$ cat config.mk
export PLATFORM = sky130hd
export DESIGN_NAME = pffa_out_stage
export DESIGN_NICKNAME = d
export VERILOG_FILES = /design/src/sv/pffa_pkg.sv /design/src/sv/pffa_out_stage.sv
export SDC_FILE = /design/constraint.sdc
export NUM_CORES = 1
export LEC_CHECK = 0
export BUFFER_PORTS_ARGS = -buffer_cell sky130_fd_sc_hd__buf_2
export CORE_MARGIN = 3
export CORE_UTILIZATION = 35
export DETAILED_ROUTE_END_ITERATION = 8
export PLACE_DENSITY = 0.75
export SETUP_SLACK_MARGIN = 0.3
export SYNTH_ARGS = -nofsm -noshare
export SYNTH_HDL_FRONTEND = slang
export SYNTH_SLANG_ARGS = --single-unit
$ cat constraint.sdc
create_clock -name clk -period 0.8 [get_ports clk]
set_clock_uncertainty 0.15 [all_clocks]
set_input_delay 0.04 -clock clk [delete_from_list [all_inputs] [get_ports clk]]
set_output_delay 0.04 -clock clk [all_outputs]
set_load 0.05 [all_outputs]
$ cat src/sv/pffa_pkg.sv
`timescale 1ns / 1ps
`default_nettype none

package pffa_pkg;

    localparam int FRAME_COUNT = 1024;
    localparam int FRAME_W     = 10;
    localparam int LINK_W      = 11;
    localparam int COUNT_W     = 7;

    localparam logic [LINK_W-1:0] END_MARK = LINK_W'(FRAME_COUNT);

    localparam logic MODE_ALLOC = 1'b0;
    localparam logic MODE_FREE  = 1'b1;

    localparam logic STATUS_OK   = 1'b0;
    localparam logic STATUS_FAIL = 1'b1;

    typedef struct packed {
        logic               wr_en;
        logic [FRAME_W-1:0] wr_addr;
        logic [LINK_W-1:0]  wr_data;
        logic               rd_en;
        logic [FRAME_W-1:0] rd_addr;
    } pffa_ram_req_t;

    typedef struct packed {
        logic               status;
        logic [FRAME_W-1:0] frame;
        logic               frame_valid;
        logic               last;
        logic [LINK_W-1:0]  frames_free;
    } pffa_result_t;

endpackage

`default_nettype wire

$ cat src/sv/pffa_out_stage.sv
`timescale 1ns / 1ps
`default_nettype none

module pffa_out_stage (
    input  wire logic                   clk,
    input  wire logic                   rst_n,
    input  wire logic                   push,
    input  wire pffa_pkg::pffa_result_t res,
    output logic                        slot_free,
    output logic                        out_valid,
    input  wire logic                   out_ready,
    output logic                        status,
    output logic [pffa_pkg::FRAME_W-1:0] frame,
    output logic                        frame_valid,
    output logic                        last,
    output logic [pffa_pkg::LINK_W-1:0] frames_free
);
    import pffa_pkg::*;

    logic         valid_reg;
    logic         valid_next;
    pffa_result_t res_reg;

    assign slot_free  = !valid_reg || out_ready;
    assign valid_next = push ? 1'b1 : (out_ready ? 1'b0 : valid_reg);

    always_ff @(posedge clk or negedge rst_n)
    begin
        if (!rst_n)
        begin
            valid_reg <= 1'b0;
        end
        else
        begin
            valid_reg <= valid_next;
        end
    end

    always_ff @(posedge clk)
    begin
        if (push)
        begin
            res_reg <= res;
        end
    end

    assign out_valid   = valid_reg;
    assign status      = res_reg.status;
    assign frame       = res_reg.frame;
    assign frame_valid = res_reg.frame_valid;
    assign last        = res_reg.last;
    assign frames_free = res_reg.frames_free;

endmodule

`default_nettype wire

==> results_dict.tcl <==
set metrics [dict create \
    hp-start "res[20]" \
    startpoint "out_valid" \
    leakagePower_nw 0.583 \
    grt_first_pass_wirelength_mm 2.22 \
    synth.avg_cell_area_um2 28.5 \
    die_x_um 52.9 \
    fill_cells 161 \
    diodes 0 \
    cts_num_sinks 25 \
    worst_setup_path_start_kind "flop" \
    path_class "reg2out" \
    synth_nets 55 \
    cts_buffers 3 \
    start_util_pct 38.0 \
    rows 16 \
    drv_cap 0 \
    cts_buffer_depth 2 \
    p_per_area_mw_per_mm2 2140 \
    place_congestion 0.692 \
    final.period_utilization_pct 148 \
    cp_slowest_stage_delay_ns 0.45 \
    clk_pin_slew_ns 0.13 \
    p_int_mw 2.02 \
    tightestPinTransition_ns 0.147 \
    status "complete, but fails checks" \
    hold_slack_ns -0.257 \
    hold_path.class "in2reg" \
    crit_chain "nand2b_4, buf_8" \
    grt_usage_pct 12.0 \
    timing.setup.tns_ns -7.51 \
    ios 54 \
    violations "negative hold slack, negative setup slack" \
    rsz0062_at_grt "true" \
    wirelength_mm 1.56 \
    area_delta_synth_final_pct 74.9 \
    initialDrtViolationCount 3 \
    finalMaxSlewViolations 0 \
    setup_slack_ns -0.380 \
    die_y_um 52.9 \
    clkPwrFrac_pct 18.8 \
    dr.pass1.iters 2 \
    cp_max_fo 2 \
    io_buffers 53 \
    cts_max_level 1 \
    pwr-share-seq_pct 55.5 \
    vias 487 \
    utilization_pct 66.5 \
    period_minus_slack_ns 1.18 \
    dieArea_mm2 0.00279 \
    hold_viol_final 40 \
    p_switching_mw 0.859 \
    core-area_mm2 0.00202 \
    via_per_inst 4.16 \
    reg2reg_from "out_valid" \
    finalSetupViolCount 27 \
    yosysWarnings 0 \
    clk_latency_ns 0.30 \
    nNetsFinal 119 \
    syn_inst 27 \
    slew_headroom_pct 90.3 \
    ys_types 4 \
    mostFrequentLayoutCells "buf_2, buf_6, edfxtp_1" \
    vdd_drop_max_mv 1.29 \
    cts_tree "done" \
    antenna_found_initial 0 \
    drtAntennaViolNets 0 \
    crit_required_ns 0.61 \
    grt_max_degree 17 \
    final_common_cell "buf_2" \
    p_comb_share_pct 25.8 \
    cp.arrival_ns 0.99 \
    fmax_ghz 0.847 \
    ctsHoldBuffers 1 \
    seq_area_frac_synth_pct 97.1 \
    critPathCaptureType "output pin" \
    grt_overflow 0 \
    switching_share_pct 29.8 \
    ys_ff_latch 25 \
    drcViolationCount 0 \
    grt_pass1_vias 494 \
    synth_area_um2 768 \
    wl_per_cell_um 13.3 \
    cts_root_buf "clkbuf_4" \
    cpMaxStageDelayCell "dfrtp_2" \
    drive_above_1_share_pct 72.2 \
]
==> repair_timing <==
item | 4_1_cts | 5_1_grt
pin swaps | 0 | 0
endpoints found under the hold margin | 50 | 50
endpoints found under the setup margin | 27 | 27
resized for setup | 54 | 0
setup buffers | 3 | 0
==> layer usage <==
metal | vias up | GRT usage [%] | share of wire, %
li1 | 233 | - | -
met1 | 230 | 12.9 | 35
met2 | 24 | 20.7 | 58
met3 | 0 | 3.94 | 6.9
met4 | 0 | 6.38 | 0
met5 | - | 0 | 0
==> cell usage after synthesis <==
cell      instances  area (um2)
nand2b_2          1        8.76
edfxtp_1         24         721
dfrtp_1           1        25.0
nand2b_4          1        13.8
==> registers in the layout, indices dropped and copies added (netlist names) <==
name / cells
last: 1
frame: 10
frame_valid: 1
out_valid: 1
frames_free: 11
status: 1
==> final timing paths <==
path                              to  slack [ns]  depth (start not counted)
min in group asynchronous  out_valid       -0.15                          2
min                         frame[7]       -0.26                          1
min reg2reg                out_valid        0.72                          5
max in group asynchronous  out_valid        0.55                          2
max reg2reg                out_valid       -0.30                          5
max                        slot_free       -0.38                          2
==> final cells by class <==
type	instances	area (um2)	area share, %
clock buffer	3	22.5	1.68
clock inverter	1	5.00	0.372
multi-input combinational	2	27.5	2.05
sequential	25	747	55.6
tap	27	33.8	2.51
timing repair buffer	59	508	37.8
==> critical path: cells and delay by family (launching register included) <==
family                 cells  cell delay [ns]
buffers and inverters      1             0.14
DFF                        1             0.45
and+or+nand+nor            1             0.09
==> power groups by stage <==
stage / Clock [mW] / Sequential, mW / Combinational (mW)
after floorplan: 0 / 1.97 / 0.0261
after global placement: 0 / 1.60 / 0.591
after detailed placement: 0 / 1.60 / 0.597
after CTS: 0.566 / 1.60 / 0.744
after global routing: 0.617 / 1.61 / 0.768
final: 0.540 / 1.60 / 0.742
==> stage by stage <==
step                std cells  power (mW)  setup WS [ns]  instance area, um2
CTS                       117        2.91         -0.376                1340
floorplan                  27        2.00         -0.249                 774
finish                    117        2.88         -0.380                1340
detailed placement        109        2.20         -0.133                1110
global route              117        2.99         -0.426                1340
global placement          109        2.19         -0.129                1110
==> cell families after synthesis <==
family	count (synthesis)	share of synthesized area [%]
flops	25	97.1
simple gates	2	2.93
Power figures use the tool's default switching activity.
