==> src/sv/pffa_pkg.sv <==
`timescale 1ns / 1ps
`default_nettype none

package pffa_pkg;

    localparam int FRAME_COUNT = 1024;
    localparam int FRAME_W     = 10;
    localparam int LINK_W      = 11;
    localparam int COUNT_W     = 7;

    localparam logic [LINK_W-1:0] END_MARK = LINK_W'(FRAME_COUNT);

    localparam logic MODE_ALLOC = 1'b0;
    localparam logic MODE_FREE  = 1'b1;

    localparam logic STATUS_OK   = 1'b0;
    localparam logic STATUS_FAIL = 1'b1;

    typedef struct packed {
        logic               wr_en;
        logic [FRAME_W-1:0] wr_addr;
        logic [LINK_W-1:0]  wr_data;
        logic               rd_en;
        logic [FRAME_W-1:0] rd_addr;
    } pffa_ram_req_t;

    typedef struct packed {
        logic               status;
        logic [FRAME_W-1:0] frame;
        logic               frame_valid;
        logic               last;
        logic [LINK_W-1:0]  frames_free;
    } pffa_result_t;

endpackage

`default_nettype wire

==> src/sv/pffa_ctrl.sv <==
`timescale 1ns / 1ps
`default_nettype none

module pffa_ctrl #(
    parameter int MAX_ALLOC = 64
) (
    input  wire logic                        clk,
    input  wire logic                        rst_n,
    input  wire logic                        in_valid,
    output logic                             in_ready,
    input  wire logic                        mode,
    input  wire logic [pffa_pkg::COUNT_W-1:0] alloc_count,
    input  wire logic [pffa_pkg::FRAME_W-1:0] frame_to_free,
    input  wire logic                        slot_free,
    output logic                             push,
    output pffa_pkg::pffa_result_t           res,
    output pffa_pkg::pffa_ram_req_t          ram_req,
    input  wire logic [pffa_pkg::LINK_W-1:0] ram_rd_data
);
    import pffa_pkg::*;

    localparam logic [2:0] ST_INIT  = 3'd0;
    localparam logic [2:0] ST_IDLE  = 3'd1;
    localparam logic [2:0] ST_EXEC  = 3'd2;
    localparam logic [2:0] ST_ISSUE = 3'd3;
    localparam logic [2:0] ST_WAIT  = 3'd4;

    localparam logic [FRAME_W-1:0] LAST_ADDR = FRAME_W'(FRAME_COUNT - 1);
    localparam logic [COUNT_W-1:0] MAX_REQ   = COUNT_W'(MAX_ALLOC);

    logic [2:0]         state_reg,     state_next;
    logic [FRAME_W-1:0] init_addr_reg, init_addr_next;
    logic [LINK_W-1:0]  head_reg,      head_next;
    logic [LINK_W-1:0]  free_reg,      free_next;
    logic [COUNT_W-1:0] remain_reg,    remain_next;
    logic               mode_reg,      mode_next;
    logic [COUNT_W-1:0] count_reg,     count_next;
    logic [FRAME_W-1:0] ffree_reg,     ffree_next;

    logic              head_ok;
    logic              ffree_ok;
    logic [LINK_W-1:0] free_inc;
    logic [LINK_W-1:0] free_dec;

    assign head_ok  = head_reg < END_MARK;
    assign ffree_ok = LINK_W'(ffree_reg) < END_MARK;
    assign free_inc = (free_reg < END_MARK) ? free_reg + LINK_W'(1) : free_reg;
    assign free_dec = free_reg - LINK_W'(1);

    always_comb
    begin
        state_next     = state_reg;
        init_addr_next = init_addr_reg;
        head_next      = head_reg;
        free_next      = free_reg;
        remain_next    = remain_reg;
        mode_next      = mode_reg;
        count_next     = count_reg;
        ffree_next     = ffree_reg;
        in_ready       = 1'b0;
        push           = 1'b0;
        res            = '0;
        ram_req        = '0;

        case (state_reg)
            ST_INIT:
            begin
                // link table sweep: entry i points at i+1, the top one at the end mark
                ram_req.wr_en   = 1'b1;
                ram_req.wr_addr = init_addr_reg;
                ram_req.wr_data = LINK_W'(init_addr_reg) + LINK_W'(1);
                if (init_addr_reg == LAST_ADDR)
                begin
                    state_next = ST_IDLE;
                end
                else
                begin
                    init_addr_next = init_addr_reg + FRAME_W'(1);
                end
            end

            ST_IDLE:
            begin
                in_ready = 1'b1;
                if (in_valid)
                begin
                    mode_next  = mode;
                    count_next = alloc_count;
                    ffree_next = frame_to_free;
                    state_next = ST_EXEC;
                end
            end

            ST_EXEC:
            begin
                if (mode_reg == MODE_FREE)
                begin
                    if (slot_free)
                    begin
                        push     = 1'b1;
                        res.last = 1'b1;
                        if (ffree_ok)
                        begin
                            ram_req.wr_en   = 1'b1;
                            ram_req.wr_addr = ffree_reg;
                            ram_req.wr_data = head_reg;
                            head_next       = LINK_W'(ffree_reg);
                            free_next       = free_inc;
                            res.status      = STATUS_OK;
                            res.frames_free = free_inc;
                        end
                        else
                        begin
                            res.status      = STATUS_FAIL;
                            res.frames_free = free_reg;
                        end
                        state_next = ST_IDLE;
                    end
                end
                else if (count_reg > MAX_REQ || LINK_W'(count_reg) > free_reg)
                begin
                    if (slot_free)
                    begin
                        push            = 1'b1;
                        res.status      = STATUS_FAIL;
                        res.last        = 1'b1;
                        res.frames_free = free_reg;
                        state_next      = ST_IDLE;
                    end
                end
                else if (count_reg == '0)
                begin
                    if (slot_free)
                    begin
                        push            = 1'b1;
                        res.status      = STATUS_OK;
                        res.last        = 1'b1;
                        res.frames_free = free_reg;
                        state_next      = ST_IDLE;
                    end
                end
                else
                begin
                    remain_next = count_reg;
                    state_next  = ST_ISSUE;
                end
            end

            ST_ISSUE:
            begin
                // fetch the successor of the head frame
                ram_req.rd_en   = head_ok;
                ram_req.rd_addr = head_reg[FRAME_W-1:0];
                state_next      = ST_WAIT;
            end

            ST_WAIT:
            begin
                if (slot_free)
                begin
                    push            = 1'b1;
                    res.status      = STATUS_OK;
                    res.frame       = head_ok ? head_reg[FRAME_W-1:0] : '0;
                    res.frame_valid = head_ok;
                    res.last        = (remain_reg == COUNT_W'(1));
                    res.frames_free = free_dec;
                    free_next       = free_dec;
                    head_next       = head_ok ? ram_rd_data : END_MARK;
                    remain_next     = remain_reg - COUNT_W'(1);
                    state_next      = (remain_reg == COUNT_W'(1)) ? ST_IDLE : ST_ISSUE;
                end
            end

            default:
            begin
                state_next = ST_IDLE;
            end
        endcase
    end

    always_ff @(posedge clk or negedge rst_n)
    begin
        if (!rst_n)
        begin
            state_reg     <= ST_INIT;
            init_addr_reg <= '0;
            head_reg      <= '0;
            free_reg      <= END_MARK;
            remain_reg    <= '0;
        end
        else
        begin
            state_reg     <= state_next;
            init_addr_reg <= init_addr_next;
            head_reg      <= head_next;
            free_reg      <= free_next;
            remain_reg    <= remain_next;
        end
    end

    always_ff @(posedge clk)
    begin
        mode_reg  <= mode_next;
        count_reg <= count_next;
        ffree_reg <= ffree_next;
    end

endmodule

`default_nettype wire

==> config.mk <==
export PLATFORM = sky130hd
export DESIGN_NAME = pffa_ctrl
export DESIGN_NICKNAME = d
export VERILOG_FILES = /design/src/sv/pffa_pkg.sv /design/src/sv/pffa_ctrl.sv
export SDC_FILE = /design/constraint.sdc
export NUM_CORES = 1
export LEC_CHECK = 0
export BUFFER_PORTS_ARGS = -buffer_cell sky130_fd_sc_hd__buf_2
export CAP_MARGIN = 40
export CORE_MARGIN = 10
export CORE_UTILIZATION = 40
export DETAILED_ROUTE_END_ITERATION = 12
export SYNTH_ARGS = -nofsm -noshare
export SYNTH_HDL_FRONTEND = slang
export SYNTH_SLANG_ARGS = --single-unit
==> constraint.sdc <==
create_clock -name clk -period 6.65 [get_ports clk]
set_clock_uncertainty 0.2 [all_clocks]
set_input_delay 1.33 -clock clk [delete_from_list [all_inputs] [get_ports clk]]
set_output_delay 1.33 -clock clk [all_outputs]
set_load 0.01 [all_outputs]
==> summary.txt <==
Job
  – Maxcap violations: 0

Worst setup path
  – Most common cell on crit path: nor2_1
  – CP Launch Type: register
  – Critical path peak fanout: 16
  – Crit Path Category: register to primary output
  – WP data arrival: 3.32 ns
  – CP peak stage delay: 0.78 ns
  – Critical path data required time: 5.12 ns
  – CP cell instances: nand2b_1, nor2_1, nand2_1, nor2_1, and2_1, buf_2
  – CP Capture Type: primary output
  – Slowest cell on the critical path: nor2_1

Timing
  – Fin. Hold Viols: 0
  – Fin. max-slew vios: 0
  – Final setup viols: 0
  – RSZ-0062 raised after global routing: false
  – Min cycle time layout: 4.85 ns
  – Fin crit share: 0.729
  – Max Freq: 206 MHz
  – Final TNS setup: 0 ns
  – Worst-Margin Slew: 0.809 ns
  – Final worst setup slack: 1.80 ns
  – Max_slew headroom: 0.459

Outcome
  – Outcome: finished clean

Logic synthesis
  – Synth Warn #: 0
  – Synthesized area: between 0.003 and 0.004 mm^2
  – Post-synthesis sequential area ratio: 0.399
  – FF+latch count, synth: 60
  – Synthesized instance count: 450
  – Number of synthesized flops with an enable pin: 18
  – Mapped Nets: ~500
  – Avg Synthesized Cell Area: 8.87 um^2
  – Ys async rst share: 0.700
  – Unique masters post-synth: 68
  – Primary FF master, synth: dfrtp_1
  – Synth top area cells: dfrtp_1 26%, edfxtp_1 14%, a21oi_1 4.9%
  – Cell taking the most area after synthesis: dfrtp_1
  – Top-count cell post-synth: nand2_1
  – Synth top cells by count: 42 x nand2_1, 41 x dfrtp_1, 39 x a21oi_1, 36 x nor2_1, 36 x o21ai_0
  – Top-area cell type share of the netlist area: 0.257

Drt
  – Post-route ant nets: 0
  – Drt drc: 0
  – First drt pass iteration count: 4
  – DR vias/cell: 5.30
  – DR WL/cell: 17.2 um
  – Vias: 3512
  – DRT Wirelength: 11400 um
  – DRT iter0 DRCs: ~210

CTS
  – Setup bufs post-CTS: 0
  – Cts-stage hold buffer count: 0
  – Worst-skew pair later-pin latency: 0.34 ns
  – Post_cts resized: 0
  – CTS max path bufs: 2
  – # clock sinks: 60
  – Cts bufs inserted: 9
  – Clock slew at reported path FFs: roughly 0.070 ns
  – Root Driver: clkbuf_8
  – H-tree Lvls: 3
  – CTS tree: built

Global routing
  – Met3 usage: 0.0408
  – Vias in the first global route: 3557
  – GR Util All Layers: 0.157
  – GR Util met1: 0.204
  – Grt total ovfl: 0
  – GRT met2 Usage: 0.254
  – Initial antenna violation count: 0
  – Largest net degree at the start of global routing: 38
  – First-pass GRT wire length: 18400 um
  – Gr busiest metal: met2

Pwr
  – Peak supply drop: 0.175 mV
  – Leakage: 2.15 nW
  – Power density cells: 386 mW/mm^2

Placement
  – Post-Place Setup Slack: slightly below 2 ns
  – # port buffers: 91
  – Placed Area: 0.00449 mm^2
  – Global placement routability congestion: 0.869
  – Post-DP HPWL: 8480 um

Floorplan
  – Die area: 0.0144 mm^2
  – Core ar.: between 0.009 and 0.01 mm^2
  – Die H: 120 um
  – Site Rows: 36
  – Die Wd: 120 um
  – Boundary Pins: around 90
  – Initial cell density of the core: 0.410

Worst hold path
  – HP Class: register to register

Final layout
  – Ratio of cells with drive above 1 in the final layout: 0.247
  – Final nets: 570
  – Final instance area: 0.00472 mm^2
  – Antenna diodes: 0
  – Syn-to-layout area delta: 18.3%
[placed cells by master, fill, tap and decap left out, types with 7 or more instances in the layout]
master	instances
nor3_1	7
nor2_1	35
xnor2_1	16
clkbuf_8	11
and2_1	25
a21oi_1	39
nor3b_1	13
ha_1	12
dfrtp_1	41
a31oi_1	9
edfxtp_1	18
a22o_1	11
o21ai_0	36
buf_2	91
inv_1	15
nand2_1	42
nand3_1	10
[power by group]
part / switching [mW] / internal [mW] / leakage [nW]
combinational: 0.444 / 0.322 / 1.35
sequential: 0.167 / 0.507 / 0.681
clock: 0.149 / 0.233 / 0.114
[path summary, 6_finish.rpt]
| path | startpoint | endpoint | slack (ns) | cells past startpoint |
|---|---|---|---|---|
| max | state_reg[1]$_DFFE_PN0P_ | res[15] | 1.80 | 6 |
| min | head_reg[9]$_DFFE_PN0P_ | head_reg[9]$_DFFE_PN0P_ | 0.32 | 2 |
| max reg2reg | free_reg[4]$_DFFE_PN0P_ | remain_reg[0]$_DFFE_PN0P_ | 3.73 | 8 |
| min reg2reg | head_reg[9]$_DFFE_PN0P_ | head_reg[9]$_DFFE_PN0P_ | 0.32 | 2 |
| max in group asynchronous | rst_n | free_reg[10]$_DFFE_PN1P_ | 4.98 | 2 |
| min in group asynchronous | rst_n | head_reg[9]$_DFFE_PN0P_ | 0.71 | 1 |
[cell type report]
cell class              count  area [um^2]
flip-flops and latches     60         1590
clock buffers              13          159
multi-input cells         343         2160
fillers                   975         5010
well taps                 133          166
clock inverters             3         68.8
repair buffers             96          513
inverters                  15         56.3
[cells by family after synthesis]
family                     Yosys count  synth area share
adders and majority gates           12            0.0376
and+or+nand+nor                    173             0.235
muxes                                3           0.00815
buffers and inverters               47            0.0602
xor gates and xnor gates            22            0.0483
AOI/OAI and AO/OA                  133             0.211
DFF                                 60             0.399
[worst max-delay path, delay by kind of cell (launching register included)]
family	cells	cell delay, ns
and+or+nand+nor	5	2.35
buffers and inverters	1	0.14
DFF	1	0.48
[per-layer routing]
layer / routed length, um / vias up
met2: 5400 / 93
met5: 0 / -
li1: - / 1770
met4: 102 / 0
met1: 5230 / 1639
met3: 661 / 10
[through the flow]
stage | instances | hold WS (ns) | util | power (mW)
2_1_floorplan | 450 | 0.277 | - | 1.19
3_3_place_gp | 645 | 0.295 | 0.458 | 1.42
3_5_place_dp | 647 | 0.312 | 0.462 | 1.45
4_1_cts | 663 | 0.329 | 0.485 | 1.84
5_1_grt | 663 | 0.368 | 0.485 | 1.96
6_report | 663 | 0.323 | 0.485 | 1.82
No activity file was read; power rests on OpenSTA's default activity.
